[src/hdl/prs_pkg.sv]
`default_nettype none

package prs_pkg;

	localparam int COORD_W = 32;
	localparam int DIFF_W  = 33;
	localparam int ROOT_W  = 33;
	localparam int RAD_W   = 66;
	localparam int REM_W   = 36;
	localparam int RES_W   = 31;
	localparam int CNT_W   = 6;
	localparam int ITER_W  = 6;

	localparam logic [RES_W-1:0]  RES_RESET = 31'd6554;
	localparam logic [ITER_W-1:0] LAST_ITER = ITER_W'(DIFF_W - 1);

endpackage

`default_nettype wire

[src/hdl/polyline_resampler.sv]
// polyline_resampler: turns a stream of waypoints into evenly spaced points.
// Input channel: in_valid/in_ready carry one waypoint (waypoint_x, waypoint_y,
// signed Q16.16, and end_of_path). Output channel: out_valid/out_ready carry
// one point with last_of_run, path_done and count_saturated.
// cfg_wr_en/cfg_wr_data write step_resolution (unsigned Q15.16);
// write it only while the block is idle.
// The first waypoint of a path is stored and gives no point unless it also
// ends the path. Each later waypoint gives count+1 points on the segment from
// the previous waypoint, plus a closing copy if it ends the path.
// Per segment: the magnitudes, the bit-serial sum-of-squares and square-root
// unit, the point count, the bit-serial step dividers, then one point per
// cycle while the receiver keeps up, up to 63 points plus a closing copy.
// in_ready is high only between items; a finished point waits in the output
// register while the next waypoint is taken.
// A stalled receiver holds the point in the output register and the emitter
// waits. Reset clears the stored waypoint, sets step_resolution to 6554 and
// empties the output register.
`default_nettype none

module polyline_resampler #(
	parameter int MAX_STEPS = 62
) (
	input  wire logic                               clk,
	input  wire logic                               arst_n,
	input  wire logic                               cfg_wr_en,
	input  wire logic [prs_pkg::RES_W-1:0]          cfg_wr_data,
	input  wire logic                               in_valid,
	output logic                                    in_ready,
	input  wire logic signed [prs_pkg::COORD_W-1:0] waypoint_x,
	input  wire logic signed [prs_pkg::COORD_W-1:0] waypoint_y,
	input  wire logic                               end_of_path,
	output logic                                    out_valid,
	input  wire logic                               out_ready,
	output logic signed [prs_pkg::COORD_W-1:0]      point_x,
	output logic signed [prs_pkg::COORD_W-1:0]      point_y,
	output logic                                    last_of_run,
	output logic                                    path_done,
	output logic                                    count_saturated
);
	import prs_pkg::*;

	localparam logic [CNT_W-1:0] MAX_CNT = CNT_W'(MAX_STEPS);
	localparam logic [2:0]       CNT_LAST = 3'(CNT_W - 1);

	typedef enum logic [6:0] {
		ST_IDLE  = 7'b0000001,
		ST_ABS   = 7'b0000010,
		ST_SQRT  = 7'b0000100,
		ST_CNT   = 7'b0001000,
		ST_FIN   = 7'b0010000,
		ST_DIV   = 7'b0100000,
		ST_EMIT  = 7'b1000000
	} state_t;

	state_t               state_q;
	logic                 closing_q;
	logic [RES_W-1:0]     res_q;
	logic [COORD_W-1:0]   prev_x_q, prev_y_q;
	logic                 have_prev_q;
	logic [COORD_W-1:0]   cur_x_q, cur_y_q;
	logic                 eop_q;
	logic [DIFF_W-1:0]    dx_q, dy_q;
	logic [DIFF_W-1:0]    ax_q, ay_q;
	logic                 neg_x_q, neg_y_q;
	logic [ROOT_W-1:0]    crem_q;
	logic [RES_W+5:0]     cdiv_q;
	logic [CNT_W-1:0]     cq_q;
	logic [2:0]           cidx_q;
	logic                 big_q;
	logic [CNT_W-1:0]     count_q;
	logic                 sat_q;
	logic [COORD_W-1:0]   stx_q, sty_q;
	logic [COORD_W-1:0]   px_q, py_q;
	logic [CNT_W-1:0]     k_q;

	logic                 out_valid_q;
	logic [COORD_W-1:0]   out_x_q, out_y_q;
	logic                 out_last_q, out_done_q, out_sat_q;

	logic                 accept, out_free, emit_go, close_go;
	logic [DIFF_W-1:0]    abs_x, abs_y;
	logic                 sq_done, div_x_done, div_y_done;
	logic [ROOT_W-1:0]    root;
	logic [DIFF_W-1:0]    qx, qy, nqx, nqy;
	logic                 cge, sat_sel;
	logic [CNT_W-1:0]     cnt_sel;

	assign accept   = in_valid && in_ready;
	assign in_ready = state_q == ST_IDLE;
	assign out_free = !out_valid_q || out_ready;
	assign emit_go  = state_q == ST_EMIT && out_free && !closing_q;
	assign close_go = state_q == ST_EMIT && out_free && closing_q;

	assign abs_x = dx_q[DIFF_W-1] ? ~dx_q + 1'b1 : dx_q;
	assign abs_y = dy_q[DIFF_W-1] ? ~dy_q + 1'b1 : dy_q;

	assign cge     = {{(RES_W+6-ROOT_W){1'b0}}, crem_q} >= cdiv_q;
	assign sat_sel = big_q || cq_q > MAX_CNT;
	assign cnt_sel = sat_sel ? MAX_CNT : (cq_q == '0 ? CNT_W'(1) : cq_q);

	assign nqx = ~qx + 1'b1;
	assign nqy = ~qy + 1'b1;

	prs_isqrt u_isqrt (
		.clk    (clk),
		.arst_n (arst_n),
		.start  (state_q == ST_ABS),
		.mag_a  (abs_x),
		.mag_b  (abs_y),
		.done   (sq_done),
		.root   (root)
	);

	prs_div u_div_x (
		.clk      (clk),
		.arst_n   (arst_n),
		.start    (state_q == ST_FIN),
		.dividend (ax_q),
		.divisor  (cnt_sel),
		.done     (div_x_done),
		.quotient (qx)
	);

	prs_div u_div_y (
		.clk      (clk),
		.arst_n   (arst_n),
		.start    (state_q == ST_FIN),
		.dividend (ay_q),
		.divisor  (cnt_sel),
		.done     (div_y_done),
		.quotient (qy)
	);

	always_ff @(posedge clk or negedge arst_n) begin
		if (!arst_n) begin
			res_q <= RES_RESET;
		end else if (cfg_wr_en) begin
			res_q <= cfg_wr_data;
		end
	end

	always_ff @(posedge clk or negedge arst_n) begin
		if (!arst_n) begin
			state_q     <= ST_IDLE;
			closing_q   <= 1'b0;
			have_prev_q <= 1'b0;
			prev_x_q    <= '0;
			prev_y_q    <= '0;
		end else begin
			case (state_q)
				ST_IDLE: begin
					if (accept) begin
						if (have_prev_q) begin
							state_q <= ST_ABS;
						end else if (end_of_path) begin
							state_q   <= ST_EMIT;
							closing_q <= 1'b1;
						end else begin
							prev_x_q    <= waypoint_x;
							prev_y_q    <= waypoint_y;
							have_prev_q <= 1'b1;
						end
					end
				end
				ST_ABS:  state_q <= ST_SQRT;
				ST_SQRT: if (sq_done) state_q <= ST_CNT;
				ST_CNT:  if (cidx_q == CNT_LAST) state_q <= ST_FIN;
				ST_FIN:  state_q <= ST_DIV;
				ST_DIV: begin
					if (div_x_done) begin
						state_q   <= ST_EMIT;
						closing_q <= 1'b0;
					end
				end
				ST_EMIT: begin
					if (close_go) begin
						state_q     <= ST_IDLE;
						closing_q   <= 1'b0;
						have_prev_q <= 1'b0;
						prev_x_q    <= '0;
						prev_y_q    <= '0;
					end else if (emit_go && k_q == count_q) begin
						if (eop_q) begin
							closing_q <= 1'b1;
						end else begin
							state_q  <= ST_IDLE;
							prev_x_q <= cur_x_q;
							prev_y_q <= cur_y_q;
						end
					end
				end
				default: state_q <= ST_IDLE;
			endcase
		end
	end

	always_ff @(posedge clk) begin
		if (accept) begin
			cur_x_q <= waypoint_x;
			cur_y_q <= waypoint_y;
			eop_q   <= end_of_path;
			dx_q    <= {waypoint_x[COORD_W-1], waypoint_x} - {prev_x_q[COORD_W-1], prev_x_q};
			dy_q    <= {waypoint_y[COORD_W-1], waypoint_y} - {prev_y_q[COORD_W-1], prev_y_q};
		end
		if (state_q == ST_ABS) begin
			ax_q    <= abs_x;
			ay_q    <= abs_y;
			neg_x_q <= dx_q[DIFF_W-1];
			neg_y_q <= dy_q[DIFF_W-1];
		end
		if (state_q == ST_SQRT && sq_done) begin
			crem_q <= root;
			cdiv_q <= {1'b0, res_q, 5'b0};
			big_q  <= {{(RES_W+6-ROOT_W){1'b0}}, root} >= {res_q, 6'b0};
			cq_q   <= '0;
			cidx_q <= '0;
		end
		if (state_q == ST_CNT) begin
			if (cge) begin
				crem_q <= crem_q - cdiv_q[ROOT_W-1:0];
			end
			cq_q   <= {cq_q[CNT_W-2:0], cge};
			cdiv_q <= cdiv_q >> 1;
			cidx_q <= cidx_q + 1'b1;
		end
		if (state_q == ST_FIN) begin
			count_q <= cnt_sel;
			sat_q   <= sat_sel;
		end
		if (state_q == ST_DIV && div_x_done) begin
			stx_q <= neg_x_q ? nqx[COORD_W-1:0] : qx[COORD_W-1:0];
			sty_q <= neg_y_q ? nqy[COORD_W-1:0] : qy[COORD_W-1:0];
			px_q  <= prev_x_q;
			py_q  <= prev_y_q;
			k_q   <= '0;
		end
		if (emit_go) begin
			px_q <= px_q + stx_q;
			py_q <= py_q + sty_q;
			k_q  <= k_q + 1'b1;
		end
	end

	always_ff @(posedge clk or negedge arst_n) begin
		if (!arst_n) begin
			out_valid_q <= 1'b0;
		end else if (emit_go || close_go) begin
			out_valid_q <= 1'b1;
		end else if (out_ready) begin
			out_valid_q <= 1'b0;
		end
	end

	always_ff @(posedge clk) begin
		if (emit_go) begin
			out_x_q    <= px_q;
			out_y_q    <= py_q;
			out_last_q <= !eop_q && k_q == count_q;
			out_done_q <= 1'b0;
			out_sat_q  <= sat_q;
		end else if (close_go) begin
			out_x_q    <= cur_x_q;
			out_y_q    <= cur_y_q;
			out_last_q <= 1'b1;
			out_done_q <= 1'b1;
			out_sat_q  <= 1'b0;
		end
	end

	assign out_valid       = out_valid_q;
	assign point_x         = out_x_q;
	assign point_y         = out_y_q;
	assign last_of_run     = out_last_q;
	assign path_done       = out_done_q;
	assign count_saturated = out_sat_q;

	a_close_flags: assert property (@(posedge clk) disable iff (!arst_n)
		out_valid && path_done |-> last_of_run && !count_saturated)
		else $error("closing point carries wrong flags");

	a_k_bound: assert property (@(posedge clk) disable iff (!arst_n)
		state_q == ST_EMIT && !closing_q |-> k_q <= count_q)
		else $error("point index ran past segment count");

	a_count_range: assert property (@(posedge clk) disable iff (!arst_n)
		state_q == ST_DIV |-> count_q != '0 && count_q <= MAX_CNT)
		else $error("segment count out of range");

	a_sat_count: assert property (@(posedge clk) disable iff (!arst_n)
		state_q == ST_DIV && sat_q |-> count_q == MAX_CNT)
		else $error("saturated segment without clipped count");

	a_div_pair: assert property (@(posedge clk) disable iff (!arst_n)
		div_x_done == div_y_done)
		else $error("step dividers out of step");

endmodule

`default_nettype wire

[src/hdl/prs_isqrt.sv]
`default_nettype none

// sum of squares by shift-add, then restoring square root, one bit per cycle
module prs_isqrt (
	input  wire logic                       clk,
	input  wire logic                       arst_n,
	input  wire logic                       start,
	input  wire logic [prs_pkg::DIFF_W-1:0] mag_a,
	input  wire logic [prs_pkg::DIFF_W-1:0] mag_b,
	output logic                            done,
	output logic [prs_pkg::ROOT_W-1:0]      root
);
	import prs_pkg::*;

	typedef enum logic [2:0] {
		SQ_IDLE = 3'b001,
		SQ_MUL  = 3'b010,
		SQ_ROOT = 3'b100
	} sq_state_t;

	sq_state_t            state_q;
	logic [ITER_W-1:0]    iter_q;
	logic [DIFF_W-1:0]    ma_q, mb_q, xa_q, xb_q;
	logic [DIFF_W:0]      hi_q;
	logic [DIFF_W-1:0]    lo_q;
	logic [RAD_W-1:0]     rad_q;
	logic [REM_W-1:0]     rem_q;
	logic [ROOT_W-1:0]    root_q;
	logic                 done_q;

	logic [DIFF_W+1:0]    sum;
	logic [REM_W-1:0]     rs, trial;
	logic                 fits;

	assign sum   = {1'b0, hi_q} + {2'b0, (ma_q[0] ? xa_q : '0)}
	             + {2'b0, (mb_q[0] ? xb_q : '0)};
	assign rs    = {rem_q[REM_W-3:0], rad_q[RAD_W-1 -: 2]};
	assign trial = {1'b0, root_q, 2'b01};
	assign fits  = rs >= trial;

	always_ff @(posedge clk or negedge arst_n) begin
		if (!arst_n) begin
			state_q <= SQ_IDLE;
			iter_q  <= '0;
			done_q  <= 1'b0;
		end else begin
			done_q <= 1'b0;
			case (state_q)
				SQ_IDLE: begin
					if (start) begin
						state_q <= SQ_MUL;
						iter_q  <= '0;
					end
				end
				SQ_MUL: begin
					iter_q <= iter_q + 1'b1;
					if (iter_q == LAST_ITER) begin
						state_q <= SQ_ROOT;
						iter_q  <= '0;
					end
				end
				SQ_ROOT: begin
					iter_q <= iter_q + 1'b1;
					if (iter_q == LAST_ITER) begin
						state_q <= SQ_IDLE;
						done_q  <= 1'b1;
					end
				end
				default: state_q <= SQ_IDLE;
			endcase
		end
	end

	always_ff @(posedge clk) begin
		case (state_q)
			SQ_IDLE: begin
				if (start) begin
					ma_q <= mag_a;
					mb_q <= mag_b;
					xa_q <= mag_a;
					xb_q <= mag_b;
					hi_q <= '0;
					lo_q <= '0;
				end
			end
			SQ_MUL: begin
				hi_q <= sum[DIFF_W+1:1];
				lo_q <= {sum[0], lo_q[DIFF_W-1:1]};
				ma_q <= ma_q >> 1;
				mb_q <= mb_q >> 1;
				if (iter_q == LAST_ITER) begin
					rad_q  <= {sum[DIFF_W:1], sum[0], lo_q[DIFF_W-1:1]};
					rem_q  <= '0;
					root_q <= '0;
				end
			end
			SQ_ROOT: begin
				rad_q  <= rad_q << 2;
				rem_q  <= fits ? rs - trial : rs;
				root_q <= {root_q[ROOT_W-2:0], fits};
			end
			default: ;
		endcase
	end

	assign done = done_q;
	assign root = root_q;

endmodule

`default_nettype wire

[src/hdl/prs_div.sv]
`default_nettype none

// restoring divider, one quotient bit per cycle
module prs_div (
	input  wire logic                       clk,
	input  wire logic                       arst_n,
	input  wire logic                       start,
	input  wire logic [prs_pkg::DIFF_W-1:0] dividend,
	input  wire logic [prs_pkg::CNT_W-1:0]  divisor,
	output logic                            done,
	output logic [prs_pkg::DIFF_W-1:0]      quotient
);
	import prs_pkg::*;

	logic                busy_q;
	logic                done_q;
	logic [ITER_W-1:0]   iter_q;
	logic [DIFF_W-1:0]   q_q;
	logic [CNT_W-1:0]    rem_q;
	logic [CNT_W-1:0]    dvs_q;

	logic [CNT_W:0]      t, diff;
	logic                ge;

	assign t    = {rem_q, q_q[DIFF_W-1]};
	assign ge   = t >= {1'b0, dvs_q};
	assign diff = t - {1'b0, dvs_q};

	always_ff @(posedge clk or negedge arst_n) begin
		if (!arst_n) begin
			busy_q <= 1'b0;
			done_q <= 1'b0;
			iter_q <= '0;
		end else begin
			done_q <= 1'b0;
			if (busy_q) begin
				iter_q <= iter_q + 1'b1;
				if (iter_q == LAST_ITER) begin
					busy_q <= 1'b0;
					done_q <= 1'b1;
				end
			end else if (start) begin
				busy_q <= 1'b1;
				iter_q <= '0;
			end
		end
	end

	always_ff @(posedge clk) begin
		if (busy_q) begin
			rem_q <= ge ? diff[CNT_W-1:0] : t[CNT_W-1:0];
			q_q   <= {q_q[DIFF_W-2:0], ge};
		end else if (start) begin
			rem_q <= '0;
			q_q   <= dividend;
			dvs_q <= divisor;
		end
	end

	assign done     = done_q;
	assign quotient = q_q;

endmodule

`default_nettype wire

[config.mk]
export PLATFORM = sky130hd
export DESIGN_NAME = polyline_resampler
export DESIGN_NICKNAME = d
export VERILOG_FILES = /design/src/hdl/prs_pkg.sv /design/src/hdl/polyline_resampler.sv /design/src/hdl/prs_isqrt.sv /design/src/hdl/prs_div.sv
export SDC_FILE = /design/constraint.sdc
export NUM_CORES = 2
export LEC_CHECK = 0
export ABC_AREA = 1
export BUFFER_PORTS_ARGS = -buffer_cell sky130_fd_sc_hd__buf_2
export CAP_MARGIN = 20
export CORE_MARGIN = 10
export CORE_UTILIZATION = 23
export CTS_BUF_LIST = sky130_fd_sc_hd__clkbuf_4
export DETAILED_ROUTE_END_ITERATION = 16
export GPL_TIMING_DRIVEN = 0
export PLACE_DENSITY = 0.41
export RECOVER_POWER = 25
export SYNTH_ARGS = -nofsm -noshare
export SYNTH_HDL_FRONTEND = slang
export SYNTH_SLANG_ARGS = --single-unit
[constraint.sdc]
create_clock -name clk -period 15 [get_ports clk]
set_clock_uncertainty 0.2 [all_clocks]
set_input_delay 3 -clock clk [delete_from_list [all_inputs] [get_ports clk]]
set_output_delay 3 -clock clk [all_outputs]
set_load 0.01 [all_outputs]
# After elaboration in Yosys (flattened, before gate mapping)
# Cells that the tools add are included.
# classes
magnitude_cmp,6
add_sub_neg,19
eq_ne,30
reduce_logical,37
n_bitwise,6
mux,111
# op_table
operator,count
two-way mux 32 bit,22
two-way mux 33 bit,15
one-hot mux 33 bit (2 select lines),4
one-hot mux 34 bit (2 select lines),2
one-hot mux 66 bit (2 select lines),1
one-hot mux 32 bit (2 select lines),2
two-way mux 34 bit,3
two-way mux 6 bit,15
"adder 33 x 1 -> 33 bit, second input constant",2
two-way mux 66 bit,1
NOT 33 bit,2
subtractor 32 x 32 -> 33 bit,2
"adder 32 x 1 -> 32 bit, second input constant",2
adder 32 bit,2
NOT 32 bit,2
two-way mux 7 bit,9
one-hot mux 7 bit (7 select lines),1
greater-or-equal comparator 33 x 37 -> 1 bit,1
greater-or-equal comparator 33 x 36 -> 1 bit,1
greater-or-equal comparator 36 x 35 -> 1 bit,1
two-way mux 36 bit,1
adder 34 x 33 -> 35 bit,1
adder 35 x 33 -> 35 bit,1
two-way mux 35 bit,1
41 further kinds,115
# word_totals
regBits,1038
wordCells,266
in_bits,101

# Longest topological paths before layout
# depth
depth_word,8
mapped_depth,18

# Hierarchy
# A second synthesis with hierarchy kept.
# unflattened
cells_unflattened,7253
area_unflattened_um2,61034.8
# modules_own_cells
module,seq_area_each_um2,area_per_inst_um2,cells_per_inst,n_inst
polyline_resampler,16891.2,36724.0,4536,1
prs_isqrt,10191.0,19075.8,2159,1
prs_div,1551.5,2617.5,279,2

# Worst setup path before layout
# Ideal clock, no wire load.
# synth_path
path_kind,register -> register
start,reg u_isqrt.state_q[0]
end,"reg u_isqrt.rad_q[0], enable pin"
path_buffers,2
path_slack_ps,3610
t_required_ps,13991
path_stages_with_launch,6
setup_time_ps,809
t_arrival_ps,10381
cell_sequence,dfstp_2 > nor3_1 > inv_1 > clkbuf_1 > clkbuf_1 > o21ai_0
# synth_via
elab_chain_len,3
word_cells_on_any_way,5
# synth_lines
element,line,rtl
start: declaration,prs_isqrt.sv:21,sq_state_t state_q;
start signal: assignment,prs_isqrt.sv:43,state_q <= SQ_IDLE;
start signal: assignment,prs_isqrt.sv:51,state_q <= SQ_MUL;
start signal: assignment,prs_isqrt.sv:58,state_q <= SQ_ROOT;
== test 3 x 2 -> 1 bit or == test 3 bit (tied branches),prs_isqrt.sv:75,case (state_q)
inequality test 2 x 1 -> 1 bit (no line) or nonzero test 2 bit (tied branches),n/a,
AND reduction 2 bit (no line) (*),n/a,
end signal: assignment,prs_isqrt.sv:92,"rad_q <= {sum[DIFF_W:1], sum[0], lo_q[DIFF_W-1:1]};"
end signal: assignment,prs_isqrt.sv:98,rad_q <= rad_q << 2;
end: declaration,prs_isqrt.sv:26,logic [RAD_W-1:0] rad_q;
# Every way passes the cells marked *; elsewhere a longest branch is shown, timed or not.
# A chain may end at the register's enable or synchronous reset.

# Final worst setup path
# layout_path
start,reg state_q[3]
end,"reg py_q[16], enable pin"
# layout_via
elab_chain_len,4
word_cells_on_any_way,6
# layout_lines
element,line,rtl
start: declaration,polyline_resampler.sv:55,state_t state_q;
start signal: assignment,polyline_resampler.sv:144,state_q <= ST_IDLE;
start signal: assignment,polyline_resampler.sv:154,state_q <= ST_ABS;
start signal: assignment,polyline_resampler.sv:156,state_q <= ST_EMIT;
== test 7 bit,polyline_resampler.sv:91,assign emit_go = state_q == ST_EMIT && out_free && !closing_q;
logical AND 1 bit (2 in series),polyline_resampler.sv:91,
nonzero test 2 bit (no line) (*),n/a,
end signal: assignment,polyline_resampler.sv:234,py_q <= prev_y_q;
end signal: assignment,polyline_resampler.sv:239,py_q <= py_q + sty_q;
end: declaration,polyline_resampler.sv:73,"logic [COORD_W-1:0] px_q, py_q;"
# Marks and branches as above.

==> flow_summary.json <==
{
  "status": "finished with violations",
  "violations": "max-capacitance violations, max-slew violations",
  "final_antenna_net_count": 0,
  "synth_fp_nets": 7589,
  "rr_worst_depth": 12,
  "ys_top_cells_by_count": "2092 x nand2_1, 1040 x inv_1, 873 x edfxtp_1",
  "grt_antenna_before_repair": 14,
  "finalNetCount": 8111,
  "clk_path_buf_depth": 4,
  "ys_ff_latch": 1037,
  "fin_crit_sh_pct": 40.7,
  "htreeDepth": 5,
  "synth_most_common_cell": "nand2_1",
  "ir_drop_uv": 73.7,
  "maxCapViolCount": 8,
  "grtUsageTotal_pct": 14.3,
  "worstSetupPathType": "flop to flop",
  "gp_congestion": 0.901,
  "dieHeight_um": 533,
  "vias": 50300,
  "clkSinkCount": 1037,
  "startpoint": "state_q[3]",
  "avgSynthCellArea_um2": 8.44,
  "ctsRootBufferMaster": "clkbuf_4",
  "synth_edf_count": 873,
  "synthCells": 7168,
  "hold_viol_final": 0,
  "core_mm2": 0.262,
  "row_count": 188,
  "worstHoldPathCells": 0,
  "tns_ns": 0,
  "leakage_nw": 29.9,
  "first_iter_violations": 3982,
  "internal_power_mw": 5.77,
  "swShare_pct": 34.8,
  "p_switching_mw": 3.08,
  "cts_hold_buf": 0,
  "routedWlPerCell_um": 18.4,
  "end_kind": "flop",
  "tightest_slew_ns": 3.87,
  "ctsResizeCount": 0,
  "via_per_inst": 4.40,
  "fmax_mhz": 164,
  "grt_max_degree": 90,
  "cts_tree": "yes",
  "yosysSeqAreaShare_pct": 49.8,
  "grt_first_pass_wirelength_um": 313000,
  "yosys.area.top_type": "edfxtp_1",
  "cp-start-kind": "flop",
  "drive_above_1_share_pct": 9.52,
  "power_frac_clock_pct": 31.4,
  "finalSetupViolations": 0,
  "die_area_mm2": 0.284,
  "fin_util_pct": 26.8,
  "slew_headroom_pct": -158,
  "r2r_start": "state_q[3]",
  "power.share.sequential_pct": 42.7,
  "synth.top_cell.area_share_pct": 43.3,
  "p_per_area_mw_per_mm2": 126,
  "synth.distinct_cells": 49,
  "dpl.hpwl_um": 168000,
  "post_cts_buffers": 0,
  "hold_path.startpoint": "dx_q[32]",
  "drtPass1Iterations": 6,
  "power.share.combinational_pct": 25.9,
  "pin_count": 170,
  "ys.warnings.count": 0,
  "clk_latency_ns": 1.36,
  "path_max_fanout": 26,
  "initial_core_util_pct": 23.1,
  "hp-class": "flop to flop",
  "critical_path_required_ns": 15.79,
  "drc": 0,
  "cts_inserted_buffers": 324,
  "wl_um": 211000,
  "syn2layout_area_growth_pct": 15.8,
  "ys.flop_type": "edfxtp_1",
  "grt_pass1_vias": 49700,
  "rsz0062_at_grt": "no",
  "synthTopCellsByArea": "edfxtp_1 43%, nand2_1 13%, inv_1 6.5%",
  "maxSlewViolCount": 261,
  "fin_crit_ns": 6.10,
  "ys_async_sr_fraction_pct": 12.5,
  "port_buffers": 168,
  "clkTransAtPathRegs_ns": 0.06,
  "synth.cell_area_mm2": 0.0605,
  "overflow": 0,
  "worstPathArrival_ns": 6.90,
  "die_w_um": 533
}
==> cell usage in the layout, fill, tap and decap left out, drive strengths merged <==
master    Yosys  final
nand2      2099   2099
inv        1045   1049
edfxtp      873    873
clkbuf      120    656
o21ai       653    653
nor2        652    652
a21oi       302    302
ha          279    279
nand3       274    274
xor2        171    171
buf          49    170
dfrtp       121    121
nor3         87     87
nand4        79     79
clkinv        1     72
xnor2        66     66
o21bai       52     52
fa           41     41
nand3b       35     35
dfxtp        34     34
o21a         21     21
nor4         20     20
or2          17     17
diode         0     13
a31oi        13     13
a21o         12     12
and2         12     12
dfstp         9      9
o211ai        8      8
a21boi        7      7
o22ai         4      4
and3          3      3
o31ai         3      3
nor3b         3      3
a211oi        3      3
bufinv        0      3
clkinvlp      0      3
==> worst paths after layout <==
kind / to / slack [ns]
setup / recovery: py_q[16] / 8.90
hold / removal: neg_x_q / 0.24
setup reg to reg: py_q[16] / 8.90
hold reg to reg: neg_x_q / 0.24
max in group asynchronous: u_isqrt.state_q[2] / 10.05
min in group asynchronous: res_q[6] / 2.61
==> final cells by class <==
cell class,instances,area [um2]
clock inverters,81,399
plain buffers,169,767
fillers,28800,192000
clock buffers,461,3460
multi-input cells,4916,25700
diodes,13,32.5
flip-flops and latches,1037,30200
inverters,1046,3930
well taps,3515,4400
repair buffers,196,1260
==> per-layer routing <==
| metal | GRT usage (%) | vias up | wire, um |
|---|---|---|---|
| met5 | 0 | - | 24 |
| met4 | 4.24 | 4 | 5290 |
| met3 | 3.03 | 333 | 12700 |
| met2 | 22.8 | 1381 | 94700 |
| met1 | 19.5 | 23900 | 97700 |
| li1 | - | 24700 | - |
==> cells by family (layout without fill, tap and decap cells) <==
kind of cell,after synthesis,count (layout),synth area share [%]
AO/OA/AOI/OAI,1078,1078,9.79
XOR/XNOR,237,237,3.43
adder cells (fa/ha/maj),320,320,7.12
buffers and inverters,1215,1953,7.76
flip-flops,1037,1037,49.8
other,0,13,0
AND/OR/NAND/NOR,3281,3281,22.1
==> registers in the layout (all words and copies together) (netlist names), 34 cells and up <==
register,flops
cdiv_q,36
u_isqrt.hi_q,34
u_isqrt.rad_q,66
u_isqrt.rem_q,34
==> power by group through the flow <==
stage | Sequential [mW] | Combinational [mW] | Clock (mW)
3_5_place_dp | 3.83 | 2.34 | 0
2_1_floorplan | 3.84 | 1.48 | 0
5_1_grt | 3.80 | 2.60 | 3.06
4_1_cts | 3.77 | 2.36 | 2.90
6_report | 3.78 | 2.29 | 2.78
3_3_place_gp | 3.94 | 2.27 | 0
==> stage by stage <==
stage | power [mW] | setup WS, ns | cells | hold slack (ns) | area [um2]
after floorplan | 5.32 | 3.61 | 7168 | 0.224 | 60500
after global placement | 6.21 | -2.43 | 10900 | 0.253 | 65800
after detailed placement | 6.17 | 8.30 | 10900 | 0.262 | 66400
after CTS | 9.03 | 8.91 | 11400 | 0.235 | 70300
after global routing | 9.46 | 8.75 | 11400 | 0.254 | 70100
final | 8.85 | 8.90 | 11400 | 0.243 | 70100
==> worst max-delay path: stages (launching register included) <==
cell and delay [ns]:
dfrtp_1 0.42, nor2_4 0.13, nand2_1 0.17, nor2_8 0.34
clkinvlp_2 1.28, nor2_8 0.98, nand2_4 0.30, clkbuf_1 0.50
clkbuf_1 0.48, o21ai_4 0.28, buf_12 0.23, buf_12 0.21
buf_12 0.21
Note: power is estimated with default switching activity, not from simulation.
